<file path="src/hdl/bss_pkg.sv">
// Package for the bounded stack with sort and search.
// Holds operation and status codes, the control word layout and the microcode ROM.
// Used by every module of the block; depends on nothing.
package bss_pkg;

   localparam int DEPTH_DEF = 8;

   // Operation codes of a request.
   localparam logic [2:0] OP_PUSH   = 3'd0;
   localparam logic [2:0] OP_POP    = 3'd1;
   localparam logic [2:0] OP_SEARCH = 3'd2;
   localparam logic [2:0] OP_SORT   = 3'd3;
   localparam logic [2:0] OP_DUMP   = 3'd4;

   // Status codes of a response.
   localparam logic [1:0] ST_OK       = 2'd0;
   localparam logic [1:0] ST_FULL     = 2'd1;
   localparam logic [1:0] ST_EMPTY    = 2'd2;
   localparam logic [1:0] ST_NOTFOUND = 2'd3;

   // Memory address select.
   localparam logic [1:0] A_J   = 2'd0;
   localparam logic [1:0] A_J1  = 2'd1;
   localparam logic [1:0] A_TOP = 2'd2;
   localparam logic [1:0] A_CNT = 2'd3;

   // Write data select.
   localparam logic [1:0] W_VAL = 2'd0;
   localparam logic [1:0] W_A   = 2'd1;
   localparam logic [1:0] W_B   = 2'd2;

   // Response data select.
   localparam logic [1:0] D_ZERO = 2'd0;
   localparam logic [1:0] D_VAL  = 2'd1;
   localparam logic [1:0] D_RD   = 2'd2;

   // Jump conditions.
   localparam logic [2:0] C_NONE      = 3'd0;
   localparam logic [2:0] C_ALWAYS    = 3'd1;
   localparam logic [2:0] C_EQ        = 3'd2;
   localparam logic [2:0] C_NOT_JLAST = 3'd3;
   localparam logic [2:0] C_PASS_DONE = 3'd4;
   localparam logic [2:0] C_NOT_GT    = 3'd5;
   localparam logic [2:0] C_MORE_PASS = 3'd6;

   localparam int UW = 5;

   // Microcode step addresses.
   localparam logic [UW-1:0] U_END      = 5'd0;
   localparam logic [UW-1:0] U_PUSH     = 5'd1;
   localparam logic [UW-1:0] U_FULL     = 5'd2;
   localparam logic [UW-1:0] U_EMPTY    = 5'd3;
   localparam logic [UW-1:0] U_POP      = 5'd4;
   localparam logic [UW-1:0] U_POP_OUT  = 5'd5;
   localparam logic [UW-1:0] U_SRCH     = 5'd6;
   localparam logic [UW-1:0] U_SRCH_CMP = 5'd7;
   localparam logic [UW-1:0] U_SRCH_NXT = 5'd8;
   localparam logic [UW-1:0] U_NF       = 5'd9;
   localparam logic [UW-1:0] U_FOUND    = 5'd10;
   localparam logic [UW-1:0] U_SORT     = 5'd11;
   localparam logic [UW-1:0] U_SORT_RA  = 5'd12;
   localparam logic [UW-1:0] U_SORT_RB  = 5'd13;
   localparam logic [UW-1:0] U_SORT_CMP = 5'd14;
   localparam logic [UW-1:0] U_SORT_WA  = 5'd15;
   localparam logic [UW-1:0] U_SORT_WB  = 5'd16;
   localparam logic [UW-1:0] U_SORT_INC = 5'd17;
   localparam logic [UW-1:0] U_NPASS    = 5'd18;
   localparam logic [UW-1:0] U_SORT_OUT = 5'd19;
   localparam logic [UW-1:0] U_DUMP     = 5'd20;
   localparam logic [UW-1:0] U_DUMP_OUT = 5'd21;
   localparam logic [UW-1:0] U_DUMP_END = 5'd22;

   typedef struct packed {
      logic          fin;
      logic          emit;
      logic [1:0]    status;
      logic [1:0]    dsel;
      logic          idx_j;
      logic          last_j;
      logic [1:0]    asel;
      logic          we;
      logic [1:0]    wsel;
      logic          load_a;
      logic          load_b;
      logic          cnt_inc;
      logic          cnt_dec;
      logic          j_inc;
      logic          j_clr;
      logic          i_inc;
      logic [2:0]    cond;
      logic [UW-1:0] target;
   } ctrl_type;

   typedef struct packed {
      logic empty;
      logic full;
      logic eq;
      logic jlast;
      logic pass_done;
      logic gt;
      logic more_pass;
   } flag_type;

   // First step of the routine for a request.
   function automatic logic [UW-1:0] entry_step(input logic [2:0] op, input logic empty,
                                                input logic full);
      logic [UW-1:0] s;
      s = U_END;
      unique case (op)
         OP_PUSH:   s = full  ? U_FULL  : U_PUSH;
         OP_POP:    s = empty ? U_EMPTY : U_POP;
         OP_SEARCH: s = empty ? U_EMPTY : U_SRCH;
         OP_SORT:   s = empty ? U_EMPTY : U_SORT;
         OP_DUMP:   s = empty ? U_EMPTY : U_DUMP;
         default:   s = U_END;
      endcase
      return s;
   endfunction

   // Microcode ROM.
   function automatic ctrl_type rom_word(input logic [UW-1:0] step);
      ctrl_type w;
      w = '0;
      unique case (step)
         U_PUSH: begin
            w.asel = A_CNT; w.we = 1'b1; w.wsel = W_VAL; w.cnt_inc = 1'b1;
            w.emit = 1'b1; w.status = ST_OK; w.fin = 1'b1;
         end
         U_FULL: begin
            w.emit = 1'b1; w.status = ST_FULL; w.fin = 1'b1;
         end
         U_EMPTY: begin
            w.emit = 1'b1; w.status = ST_EMPTY; w.fin = 1'b1;
         end
         U_POP: begin
            w.asel = A_TOP; w.cnt_dec = 1'b1;
         end
         U_POP_OUT: begin
            w.emit = 1'b1; w.status = ST_OK; w.dsel = D_RD; w.fin = 1'b1;
         end
         U_SRCH: begin
            w.asel = A_J;
         end
         U_SRCH_CMP: begin
            w.cond = C_EQ; w.target = U_FOUND;
         end
         U_SRCH_NXT: begin
            w.j_inc = 1'b1; w.cond = C_NOT_JLAST; w.target = U_SRCH;
         end
         U_NF: begin
            w.emit = 1'b1; w.status = ST_NOTFOUND; w.dsel = D_VAL; w.fin = 1'b1;
         end
         U_FOUND: begin
            w.emit = 1'b1; w.status = ST_OK; w.dsel = D_VAL; w.idx_j = 1'b1;
            w.fin = 1'b1;
         end
         U_SORT: begin
            w.cond = C_PASS_DONE; w.target = U_NPASS;
         end
         U_SORT_RA: begin
            w.asel = A_J;
         end
         U_SORT_RB: begin
            w.load_a = 1'b1; w.asel = A_J1;
         end
         U_SORT_CMP: begin
            w.load_b = 1'b1; w.cond = C_NOT_GT; w.target = U_SORT_INC;
         end
         U_SORT_WA: begin
            w.asel = A_J; w.we = 1'b1; w.wsel = W_B;
         end
         U_SORT_WB: begin
            w.asel = A_J1; w.we = 1'b1; w.wsel = W_A;
         end
         U_SORT_INC: begin
            w.j_inc = 1'b1; w.cond = C_ALWAYS; w.target = U_SORT;
         end
         U_NPASS: begin
            w.i_inc = 1'b1; w.j_clr = 1'b1; w.cond = C_MORE_PASS; w.target = U_SORT;
         end
         U_SORT_OUT: begin
            w.emit = 1'b1; w.status = ST_OK; w.fin = 1'b1;
         end
         U_DUMP: begin
            w.asel = A_J;
         end
         U_DUMP_OUT: begin
            w.emit = 1'b1; w.status = ST_OK; w.dsel = D_RD; w.idx_j = 1'b1;
            w.last_j = 1'b1; w.j_inc = 1'b1; w.cond = C_NOT_JLAST; w.target = U_DUMP;
         end
         default: begin
            w.fin = 1'b1;
         end
      endcase
      return w;
   endfunction

endpackage

</file>
<file path="src/hdl/bss_seq.sv">
// Microcode sequencer: step counter, ROM lookup, dispatch and conditional jumps.
// Depends on bss_pkg.
module bss_seq (
   input  logic              clock,
   input  logic              reset,
   input  logic              start,
   input  logic [2:0]        req_op,
   input  bss_pkg::flag_type flags,
   output logic              busy,
   output bss_pkg::ctrl_type ctrl
);
   import bss_pkg::*;

   logic [UW-1:0] upc_ff, upc_in;
   logic          busy_ff, busy_in;
   ctrl_type      word;
   logic          taken;

   assign word = rom_word(upc_ff);
   assign ctrl = busy_ff ? word : '0;
   assign busy = busy_ff;

   always_comb begin
      case (word.cond)
         C_ALWAYS:    taken = 1'b1;
         C_EQ:        taken = flags.eq;
         C_NOT_JLAST: taken = !flags.jlast;
         C_PASS_DONE: taken = flags.pass_done;
         C_NOT_GT:    taken = !flags.gt;
         C_MORE_PASS: taken = flags.more_pass;
         default:     taken = 1'b0;
      endcase
   end

   always_comb begin
      upc_in  = upc_ff;
      busy_in = busy_ff;
      if (!busy_ff) begin
         if (start) begin
            upc_in  = entry_step(req_op, flags.empty, flags.full);
            busy_in = 1'b1;
         end
      end else if (word.fin) begin
         busy_in = 1'b0;
      end else begin
         upc_in = taken ? word.target : upc_ff + 1'b1;
      end
   end

   always_ff @(posedge clock) begin
      if (reset) begin
         upc_ff  <= U_END;
         busy_ff <= 1'b0;
      end else begin
         upc_ff  <= upc_in;
         busy_ff <= busy_in;
      end
   end

endmodule

</file>
<file path="src/hdl/bss_dp.sv">
// Datapath: entry memory, count, loop indices, compare registers and response register.
// Driven by the control word from bss_seq; depends on bss_pkg.
module bss_dp #(
   parameter int DEPTH = bss_pkg::DEPTH_DEF
) (
   input  logic               clock,
   input  logic               reset,
   input  logic               accept,
   input  logic signed [31:0] req_value,
   input  bss_pkg::ctrl_type  ctrl,
   output bss_pkg::flag_type  flags,
   output logic               rsp_valid,
   output logic [1:0]         rsp_status,
   output logic signed [31:0] rsp_data,
   output logic [2:0]         rsp_index,
   output logic               rsp_last
);
   import bss_pkg::*;

   localparam int AW = $clog2(DEPTH);
   localparam int CW = $clog2(DEPTH + 1);
   localparam int XW = (AW > 3) ? AW : 3;

   logic signed [31:0] mem_ff [DEPTH];
   logic signed [31:0] rd_ff;
   logic signed [31:0] val_ff, a_ff, b_ff;
   logic [CW-1:0]      cnt_ff, cnt_in;
   logic [CW-1:0]      j_ff, j_in;
   logic [CW-1:0]      i_ff, i_in;
   logic [AW-1:0]      addr;
   logic signed [31:0] wdata;
   logic [CW:0]        j_p1, i_p1, ji_p1, cnt_x;
   logic [XW-1:0]      j_x;

   logic               rsp_valid_ff;
   logic [1:0]         rsp_status_ff;
   logic signed [31:0] rsp_data_ff;
   logic [2:0]         rsp_index_ff;
   logic               rsp_last_ff;

   assign j_p1  = {1'b0, j_ff} + 1'b1;
   assign i_p1  = {1'b0, i_ff} + 1'b1;
   assign ji_p1 = j_p1 + {1'b0, i_ff};
   assign cnt_x = {1'b0, cnt_ff};
   assign j_x   = XW'(j_ff[AW-1:0]);

   always_comb begin
      case (ctrl.asel)
         A_J:     addr = j_ff[AW-1:0];
         A_J1:    addr = j_p1[AW-1:0];
         A_TOP:   addr = AW'(cnt_ff - 1'b1);
         default: addr = cnt_ff[AW-1:0];
      endcase
   end

   always_comb begin
      case (ctrl.wsel)
         W_A:     wdata = a_ff;
         W_B:     wdata = b_ff;
         default: wdata = val_ff;
      endcase
   end

   assign flags.empty     = (cnt_ff == '0);
   assign flags.full      = (cnt_ff == CW'(DEPTH));
   assign flags.eq        = (rd_ff == val_ff);
   assign flags.jlast     = (j_p1 == cnt_x);
   assign flags.pass_done = (ji_p1 >= cnt_x);
   assign flags.gt        = (a_ff > rd_ff);
   assign flags.more_pass = (i_p1 < cnt_x);

   always_comb begin
      cnt_in = cnt_ff;
      if (ctrl.cnt_inc) begin
         cnt_in = cnt_ff + 1'b1;
      end else if (ctrl.cnt_dec) begin
         cnt_in = cnt_ff - 1'b1;
      end
      j_in = j_ff;
      i_in = i_ff;
      if (accept || ctrl.j_clr) begin
         j_in = '0;
      end else if (ctrl.j_inc) begin
         j_in = j_ff + 1'b1;
      end
      if (accept) begin
         i_in = '0;
      end else if (ctrl.i_inc) begin
         i_in = i_ff + 1'b1;
      end
   end

   always_ff @(posedge clock) begin
      if (reset) begin
         cnt_ff       <= '0;
         rsp_valid_ff <= 1'b0;
      end else begin
         cnt_ff       <= cnt_in;
         rsp_valid_ff <= ctrl.emit;
      end
   end

   // Memory with one address per cycle and registered read data.
   always_ff @(posedge clock) begin
      if (ctrl.we) begin
         mem_ff[addr] <= wdata;
      end
      rd_ff <= mem_ff[addr];
   end

   always_ff @(posedge clock) begin
      j_ff <= j_in;
      i_ff <= i_in;
      if (accept) begin
         val_ff <= req_value;
      end
      if (ctrl.load_a) begin
         a_ff <= rd_ff;
      end
      if (ctrl.load_b) begin
         b_ff <= rd_ff;
      end
      rsp_status_ff <= ctrl.status;
      case (ctrl.dsel)
         D_VAL:   rsp_data_ff <= val_ff;
         D_RD:    rsp_data_ff <= rd_ff;
         default: rsp_data_ff <= '0;
      endcase
      rsp_index_ff <= ctrl.idx_j ? j_x[2:0] : 3'd0;
      rsp_last_ff  <= ctrl.last_j ? flags.jlast : 1'b1;
   end

   assign rsp_valid  = rsp_valid_ff;
   assign rsp_status = rsp_status_ff;
   assign rsp_data   = rsp_data_ff;
   assign rsp_index  = rsp_index_ff;
   assign rsp_last   = rsp_last_ff;

endmodule

</file>
<file path="src/hdl/bounded_stack_sort_search.sv">
// Bounded stack with bubble sort and linear search, run by a microcoded sequencer.
// Push, full and empty results come from the step they are sent to; pop reads the
// top entry and then answers; search stops at the first match; dump answers each
// entry in turn, marking the last; sort runs bubble passes of read, compare, swap.
// busy is high while a transaction is at work; the response strobe cannot be stalled.
// Reset clears the count, the sequencer and the strobe; entry memory is not cleared.
module bounded_stack_sort_search #(
   parameter int DEPTH = bss_pkg::DEPTH_DEF
) (
   input  logic               clock,
   input  logic               reset,
   input  logic               start,
   output logic               busy,
   input  logic [2:0]         req_op,
   input  logic signed [31:0] req_value,
   output logic               rsp_valid,
   output logic [1:0]         rsp_status,
   output logic signed [31:0] rsp_data,
   output logic [2:0]         rsp_index,
   output logic               rsp_last
);
   import bss_pkg::*;

   ctrl_type ctrl;
   flag_type flags;
   logic     accept;

   assign accept = start && !busy;

   bss_seq u_seq (
      .clock  (clock),
      .reset  (reset),
      .start  (start),
      .req_op (req_op),
      .flags  (flags),
      .busy   (busy),
      .ctrl   (ctrl)
   );

   bss_dp #(.DEPTH(DEPTH)) u_dp (
      .clock      (clock),
      .reset      (reset),
      .accept     (accept),
      .req_value  (req_value),
      .ctrl       (ctrl),
      .flags      (flags),
      .rsp_valid  (rsp_valid),
      .rsp_status (rsp_status),
      .rsp_data   (rsp_data),
      .rsp_index  (rsp_index),
      .rsp_last   (rsp_last)
   );

endmodule

</file>
<file path="config.mk">
export PLATFORM = sky130hd
export DESIGN_NAME = bounded_stack_sort_search
export DESIGN_NICKNAME = d
export VERILOG_FILES = /design/src/hdl/bss_pkg.sv /design/src/hdl/bss_seq.sv /design/src/hdl/bss_dp.sv /design/src/hdl/bounded_stack_sort_search.sv
export SDC_FILE = /design/constraint.sdc
export NUM_CORES = 1
export LEC_CHECK = 0
export BUFFER_PORTS_ARGS = -buffer_cell sky130_fd_sc_hd__buf_2
export CAP_MARGIN = 15
export CORE_MARGIN = 2
export CORE_UTILIZATION = 40
export DETAILED_ROUTE_END_ITERATION = 16
export GPL_ROUTABILITY_DRIVEN = 0
export GPL_TIMING_DRIVEN = 0
export SETUP_SLACK_MARGIN = 0.1
export SLEW_MARGIN = 10
export SYNTH_ARGS = -nofsm -noshare
export SYNTH_HDL_FRONTEND = slang
export SYNTH_HIERARCHICAL = 1
export SYNTH_SLANG_ARGS = --single-unit
</file>
<file path="constraint.sdc">
create_clock -name clock -period 9.6 [get_ports clock]
set_clock_uncertainty 0.15 [all_clocks]
set_input_delay 0.48 -clock clock [delete_from_list [all_inputs] [get_ports clock]]
set_output_delay 0.48 -clock clock [all_outputs]
set_load 0.02 [all_outputs]
</file>
==> impl_metrics.json, run 1 <==
{
  "wirelength_mm": 44.5,
  "clockBufferDepth": 3,
  "fin_tns_setup_ns": 0,
  "startpoint_type": "flip-flop",
  "numPlacedInstances": 1887,
  "pwr-share-clk": 0.369,
  "wl_per_cell_microns": 22.2,
  "num-nets-final": 1464,
  "first_iter_violations": 1145,
  "hold_path_class": "in2reg",
  "cts_max_level": 2,
  "slew_viol_final": 0,
  "p_leak_nw": 7.45,
  "dp_hpwl_mm": 31.0,
  "crit_type": "reg2reg",
  "area_delta_synth_final_pct": 18.1,
  "r2r_slack_ns": 4.46,
  "status": "completed",
  "grt_pass1_wl_mm": 66.9,
  "setup_violations": 0,
  "worstHoldPathCells": 3,
  "p_int_mw": 3.52,
  "die_w_microns": 218,
  "netlist_instances": 1190,
  "cp-end-kind": "flip-flop",
  "ys_warn_count": 6,
  "tritoncts": "yes",
  "dp_slack_ns": 4.44,
  "p_seq_frac": 0.482,
  "cts.clk_slew.worst_paths_ns": 0.06,
  "worst_pin_slew_ns": 1.03,
  "grt_setup_unrepaired": "false",
  "insertion_delay_ns": 0.57,
  "powerDensity_mw_per_mm2": 220,
  "ir_worst_vdd_mv": 0.151,
  "drc": 0,
  "vias": 10800,
  "port_buffers": 74,
  "grt_antenna_before_repair": 1,
  "combPwrFrac": 0.149,
  "drt_pass1_iterations": 5,
  "final_area_sq_mm": 0.0217,
  "p_sw_frac": 0.261,
  "final.fill_count": 3969,
  "fin_hold_ws_ns": 0.0734,
  "cap_violations": 0,
  "core.rowCount": 78,
  "worst_slack_ns": 4.46,
  "die_area_sq_mm": 0.0476,
  "antenna_cells": 0,
  "syn-cell-area_sq_mm": 0.0183,
  "cts_sinks": 441,
  "grt_pass1_vias": 10800,
  "grt_usage": 0.190,
  "fp.coreArea_sq_mm": 0.0453,
  "hold_viol_final": 0,
  "r2r_start": "u_seq/busy",
  "ant_nets": 0,
  "min_from": "start",
  "regToRegEndpoint": "u_dp/mem_ff[5][12]",
  "slew_headroom": 0.307,
  "overflow": 0,
  "grt_max_degree": 23,
  "placed_cell_area_sq_mm": 0.0198,
  "final_util": 0.479,
  "ios": 78,
  "cp.arrival_ns": 5.27,
  "initial_utilization": 0.405,
  "min_to": "u_seq/busy",
  "root_buffer": "clkbuf_16",
  "drive_gt1_frac": 0.213,
  "via_per_inst": 5.37,
  "cts_made_buffers": 47,
  "finalCritPeriodShare": 0.536,
  "fp.dieH_microns": 218,
  "syn-num-nets": 1285,
  "post_cts_buffers": 0,
  "total_power_mw": 4.76,
  "finalNonFillerCells": 2005,
  "path_max_fanout": 17,
  "crit_required_ns": 9.72,
  "fmax_mhz": 194,
  "p_sw_mw": 1.24,
  "syn_avg_cell_area_sq_um": 15.4,
  "r2r_cells": 13,
  "fin_crit_ns": 5.14
}
==> registers in the layout (all words and copies together), names as in the netlist, 5 cells and up <==
name	count
u_dp/val_ff	32
u_dp/b_ff	32
u_dp/rsp_data	32
u_seq/upc_ff	5
u_dp/rd_ff	32
u_dp/a_ff	32
u_dp/mem_ff	256
==> worst max-delay path by stage <==
stage,start,depth (start not counted),to,slack [ns]
after floorplan,u_seq/busy,9,u_dp/mem_ff[1][0],3.99
after global placement,u_seq/busy,9,u_dp/mem_ff[3][10],0.27
after detailed placement,u_seq/busy,11,u_dp/mem_ff[3][12],4.44
after CTS,u_seq/busy,11,u_dp/mem_ff[3][5],4.41
after global routing,u_seq/busy,11,u_dp/mem_ff[5][29],4.05
final,u_seq/busy,13,u_dp/mem_ff[5][12],4.46
==> final cells by class <==
cell class                 count  area, sq um  area share
timing repair buffer         130         1000      0.0462
clock inverter                23          200     0.00924
clock buffer                  62         1310      0.0606
tap                          600          751      0.0346
multi-input combinational    636         5570       0.257
buffer                        61          293      0.0135
sequential                   441        12400       0.570
inverter                      52          195     0.00901
==> critical path, cell delays in order, from the launching register on <==
cell and delay [ns]:
dfxtp_1 0.44, clkbuf_1 0.40, clkbuf_1 0.43, clkbuf_1 0.30
o21a_1 0.30, nand2_1 0.10, xnor2_1 0.14, nor2_1 0.05
a21oi_1 0.22, buf_1 0.58, buf_1 0.55, nand2_1 0.26
nor2_4 0.65, buf_16 0.25
==> power by group through the flow <==
stage	Combinational [mW]	Clock (mW)	Sequential, mW
floorplan	0.495	0	2.29
global placement	0.678	0	2.33
detailed placement	0.694	0	2.33
CTS	0.711	1.80	2.29
global route	0.781	1.88	2.30
finish	0.708	1.76	2.29
==> what timing repair did <==
item                                    in CTS  in global routing
endpoints found under the setup margin       0                  0
gates resized for setup                      0                  0
hold endpoints to repair                    32                  0
hold buffers                                32                  0
==> cells in the final DEF (no fill, tap or decap), types with 11 or more instances in the layout <==
cell type and instances:
edfxtp_1 352, dfxtp_1 89, buf_2 84, nor2_1 71
mux4_2 65, a22oi_1 64, nand2_1 60, ha_1 56
inv_1 52, clkbuf_16 47, clkbuf_1 46, o21ai_0 44
xor2_1 42, dlygate4sd3_1 32, mux2_2 32, a21oi_1 22
xnor2_1 16, nor4_1 16, nand3_1 14, buf_4 14
nand4_1 12, nand2b_1 11
==> routing by layer <==
layer / part of all wire / track usage / up-vias
li1: - / - / 4912
met1: 0.43 / 0.257 / 5433
met2: 0.47 / 0.301 / 358
met3: 0.069 / 0.0452 / 70
met4: 0.030 / 0.0669 / 2
met5: 0.00025 / 0 / -
No activity file was read; power rests on OpenSTA's default activity.
==> run 2, diff against run 1 <==
- ABC_AREA: not set -> 1
- clock period: 9.6 -> 4.1 ns (I/O delays scaled with it)
==> impl_metrics.json, run 2 <==
{
  "slew_headroom": 0.327,
  "area_delta_synth_final_pct": 18.7,
  "layout.cells.most_common_list": "nand2_1 (736), edfxtp_1 (352), nand3_1 (127)",
  "r2r_slack_ns": 0.25,
  "grt_max_degree": 26,
  "wl_per_cell_microns": 18.9,
  "fin_crit_ns": 3.85,
  "r2r_cells": 10,
  "p_leak_nw": 9.25,
  "wirelength_mm": 51.9,
  "ys_warn_count": 6,
  "grt_pass1_vias": 13800,
  "cp_top_family": "buffers and inverters",
  "syn-num-nets": 2004,
  "min_to": "u_seq/upc_ff[1]",
  "cap_violations": 0,
  "crit_buf_inv": 6,
  "p_sw_mw": 4.50,
  "crit_required_ns": 4.24,
  "die_w_microns": 224,
  "core.rowCount": 80,
  "final_common_cell": "nand2_1",
  "ant_nets": 0,
  "p_sw_frac": 0.336,
  "final.fill_count": 4242,
  "tritoncts": "yes",
  "hold_viol_final": 0,
  "largest_register": "u_dp/mem_ff",
  "powerDensity_mw_per_mm2": 581,
  "syn_avg_cell_area_sq_um": 10.2,
  "grt_usage": 0.207,
  "die_area_sq_mm": 0.0502,
  "fp.dieH_microns": 224,
  "slowest_stage": "a22oi_1",
  "dp_hpwl_mm": 36.6,
  "p_seq_frac": 0.423,
  "numPlacedInstances": 2612,
  "vias": 14100,
  "antenna_cells": 0,
  "ios": 78,
  "largest_reg_flops": 256,
  "r2r_start": "u_seq/busy",
  "total_power_mw": 13.4,
  "grt_setup_unrepaired": "true",
  "cts_sinks": 441,
  "crit_type": "reg2reg",
  "fp.coreArea_sq_mm": 0.0477,
  "grt_antenna_before_repair": 1,
  "fmax_mhz": 260,
  "netlist_instances": 1909,
  "worst_pin_slew_ns": 1.01,
  "initial_utilization": 0.406,
  "via_per_inst": 5.12,
  "drive_gt1_frac": 0.142,
  "cts_max_level": 2,
  "min_from": "req_op[2]",
  "crit_chain": "clkbuf_2 -> inv_1 -> clkbuf_1 -> nor2_1 -> inv_1 -> ha_1 -> clkbuf_1 -> clkbuf_2 -> a21oi_1 -> a22oi_1",
  "setup_violations": 0,
  "cp-end-kind": "flip-flop",
  "p_int_mw": 8.87,
  "finalNonFillerCells": 2743,
  "num-nets-final": 2187,
  "status": "completed",
  "cts_made_buffers": 46,
  "finalCritPeriodShare": 0.938,
  "slew_viol_final": 0,
  "regToRegEndpoint": "u_dp/mem_ff[7][1]",
  "cts.clk_slew.worst_paths_ns": 0.06,
  "ir_worst_vdd_mv": 0.288,
  "worstHoldPathCells": 6,
  "cp.arrival_ns": 3.98,
  "overflow": 0,
  "placed_cell_area_sq_mm": 0.0209,
  "root_buffer": "clkbuf_16",
  "drc": 0,
  "first_iter_violations": 1474,
  "insertion_delay_ns": 0.59,
  "slowest_delay_ns": 0.62,
  "combPwrFrac": 0.263,
  "path_max_fanout": 10,
  "syn-cell-area_sq_mm": 0.0194,
  "hold_path_class": "in2reg",
  "pwr-share-clk": 0.314,
  "clockBufferDepth": 3,
  "drt_pass1_iterations": 6,
  "startpoint_type": "flip-flop",
  "final_area_sq_mm": 0.0230,
  "grt_pass1_wl_mm": 79.6,
  "port_buffers": 77
}
[run 2: routing by layer]
layer	global-route usage	part of all wire	vias to the layer above
met5	0	0	-
li1	-	-	6747
met3	0.0272	0.070	91
met2	0.336	0.46	525
met4	0.0811	0.032	0
met1	0.284	0.44	6692
[run 2: repair_timing]
| action | in CTS | in global routing |
|---|---|---|
| hold endpoints to repair | 52 | 0 |
| pin swaps | 8 | 0 |
| hold buffers | 36 | 0 |
| resized for setup | 19 | 17 |
| setup endpoints to repair | 383 | 310 |
| setup buffers | 11 | 0 |
[run 2: stage by stage]
stage / hold WS [ns] / util / TNS, ns / setup slack (ns)
6_report: 0.0265 / 0.482 / 0 / 0.253
5_1_grt: 0.0707 / 0.482 / 0 / 0.0569
4_1_cts: 0.00831 / 0.481 / 0 / 0.0842
3_5_place_dp: 0.233 / 0.437 / -41.46 / -0.331
3_3_place_gp: 0.234 / 0.430 / -404.75 / -2.07
2_1_floorplan: 0.127 / - / -14.08 / -0.110
[run 2: area by class of cell]
class	count	area, sq um	share of cell area
inverter	120	453	0.0197
tap	615	769	0.0334
sequential	441	12400	0.536
buffer	81	455	0.0198
clock buffer	62	1300	0.0566
timing repair buffer	135	1130	0.0490
multi-input combinational	1267	6340	0.275
clock inverter	22	221	0.00962
[run 2: worst register-to-register path, delay by kind of cell, from the launching register on]
kind                     cells  cell delay [ns]
AND/OR/NAND/NOR              1             0.36
adder cells (fa/ha/maj)      1             0.31
buffers and inverters        6             1.64
flip-flops                   1             0.39
AO/OA/AOI/OAI                2             0.70
[run 2: worst max path at each step]
stage                    start                 to  slack (ns)  cells after the start
5_1_grt        u_seq/upc_ff[1]  u_dp/mem_ff[6][9]        0.06                     15
4_1_cts             u_seq/busy  u_dp/mem_ff[5][5]        0.08                     10
3_5_place_dp   u_seq/upc_ff[1]  u_dp/mem_ff[7][9]       -0.33                     15
2_1_floorplan  u_seq/upc_ff[1]  u_dp/mem_ff[2][0]       -0.11                     14
3_3_place_gp   u_seq/upc_ff[0]  u_dp/mem_ff[6][9]       -2.07                     13
6_report            u_seq/busy  u_dp/mem_ff[7][1]        0.25                     10
[run 2: power by group through the flow]
stage	combinational (mW)	sequential (mW)	clock, mW
4_1_cts	3.48	5.65	4.28
2_1_floorplan	2.33	5.62	0
3_3_place_gp	3.32	5.74	0
3_5_place_dp	3.41	5.74	0
5_1_grt	3.93	5.70	4.44
6_report	3.52	5.66	4.19
==> run 3, diff against run 2 <==
- clock period: 4.1 -> 3.8 ns (I/O delays scaled with it)
==> impl_metrics.json, run 3 (synthesized netlist as in run 2, its figures left out) <==
{
  "core.rowCount": 80,
  "finalNonFillerCells": 2745,
  "numPlacedInstances": 2612,
  "drc": 0,
  "first_iter_violations": 1404,
  "via_per_inst": 5.17,
  "powerDensity_mw_per_mm2": 626,
  "r2r_start": "u_seq/busy",
  "regToRegEndpoint": "u_dp/mem_ff[4][16]",
  "grt_pass1_wl_mm": 79.9,
  "wl_per_cell_microns": 19.0,
  "die_area_sq_mm": 0.0502,
  "area_delta_synth_final_pct": 19.4,
  "initial_utilization": 0.406,
  "final_common_cell": "nand2_1",
  "r2r_slack_ns": 0.23,
  "grt_max_degree": 26,
  "grt_usage": 0.208,
  "ios": 78,
  "worst_pin_slew_ns": 0.864,
  "clockBufferDepth": 3,
  "cts_sinks": 441,
  "fin_crit_ns": 3.57,
  "fin_tns_setup_ns": 0,
  "critPathLaunch": "u_seq/busy",
  "ir_worst_vdd_mv": 0.312,
  "status": "completed",
  "die_w_microns": 224,
  "cts_max_level": 2,
  "grt_setup_unrepaired": "false",
  "regArea_sq_mm": 0.0124,
  "port_buffers": 77,
  "hold_path_class": "in2reg",
  "fmax_mhz": 280,
  "ant_nets": 0,
  "p_leak_nw": 9.28,
  "final_util": 0.485,
  "antenna_cells": 0,
  "fp.coreArea_sq_mm": 0.0477,
  "wirelength_mm": 52.3,
  "num-nets-final": 2189,
  "fp.dieH_microns": 224,
  "layout.cells.most_common_list": "nand2_1 (733), edfxtp_1 (352), nand3_1 (127)",
  "slew_viol_final": 0,
  "cts_made_buffers": 46,
  "root_buffer": "clkbuf_16",
  "tritoncts": "yes",
  "grt_antenna_before_repair": 1,
  "crit_path_end": "u_dp/mem_ff[4][16]",
  "path_max_fanout": 10,
  "r2r_cells": 10,
  "hold_viol_final": 0,
  "fin_hold_ws_ns": 0.0826,
  "overflow": 0,
  "vias": 14200,
  "multi_input_area_sq_mm": 0.00642,
  "largest_reg_flops": 256,
  "cp.arrival_ns": 3.73,
  "setup_violations": 0,
  "insertion_delay_ns": 0.59,
  "largest_register": "u_dp/mem_ff",
  "cts.clk_slew.worst_paths_ns": 0.06,
  "cap_violations": 0,
  "crit_required_ns": 3.96,
  "slew_headroom": 0.424,
  "finalCritPeriodShare": 0.939,
  "cp-end-kind": "flip-flop",
  "final.fill_count": 4245,
  "drive_gt1_frac": 0.151,
  "crit_type": "reg2reg",
  "grt_pass1_vias": 13900,
  "drt_pass1_iterations": 5,
  "startpoint_type": "flip-flop",
  "dp_hpwl_mm": 36.6
}
-- run 3: per-stage QoR --
stage | instance area (sq um) | power, mW | setup WS [ns]
after CTS | 23100 | 14.5 | 0.00201
after global placement | 20600 | 9.77 | -2.37
final | 23100 | 14.5 | 0.233
after global routing | 23100 | 15.2 | 0.0310
after detailed placement | 20900 | 9.88 | -0.631
after floorplan | 19400 | 8.58 | -0.410
-- run 3: area by class of cell --
class | instances | share of cell area
multi-input cells | 1267 | 0.277
flip-flops and latches | 441 | 0.534
plain buffers | 80 | 0.0198
clock buffers | 62 | 0.0563
inverters | 120 | 0.0196
repair buffers | 138 | 0.0504
well taps | 615 | 0.0333
clock inverters | 22 | 0.00957
-- run 3: how the worst min path moves through the flow --
stage	start	to	cells after the start
2_1_floorplan	reset	u_dp/rsp_valid	1
3_3_place_gp	req_value[28]	u_dp/val_ff[28]	1
3_5_place_dp	req_value[28]	u_dp/val_ff[28]	1
4_1_cts	req_op[0]	u_seq/upc_ff[0]	7
5_1_grt	req_op[0]	u_seq/upc_ff[2]	6
6_report	req_op[0]	u_seq/upc_ff[4]	6
-- run 3: repair_timing --
| action | in CTS | in global routing |
|---|---|---|
| pin swaps | 8 | 3 |
| gates resized for setup | 40 | 15 |
| hold endpoints to repair | 52 | 0 |
| hold buffers | 37 | 0 |
| setup buffers | 11 | 2 |
| endpoints found under the setup margin | 512 | 475 |
-- run 3: critical path: stages (launching register included) --
cell      delay [ns]
dfxtp_1         0.39
clkbuf_2        0.26
inv_1           0.13
clkbuf_1        0.30
nor2_1          0.37
inv_1           0.09
ha_1            0.31
clkbuf_2        0.26
clkbuf_2        0.39
a21oi_1         0.10
a21oi_2         0.53
-- run 3: report_power, final --
part / internal, mW / switching (mW) / total (mW)
clock: 2.62 / 1.91 / 4.54
sequential: 5.73 / 0.386 / 6.11
combinational: 1.25 / 2.59 / 3.84
-- run 3: metal layers --
| layer | wire length, microns | track usage | up-vias |
|---|---|---|---|
| met2 | 24100 | 0.338 | 531 |
| met1 | 23000 | 0.284 | 6808 |
| met4 | 1670 | 0.0815 | 0 |
| met5 | 0 | 0 | - |
| li1 | - | - | 6754 |
| met3 | 3500 | 0.0269 | 95 |
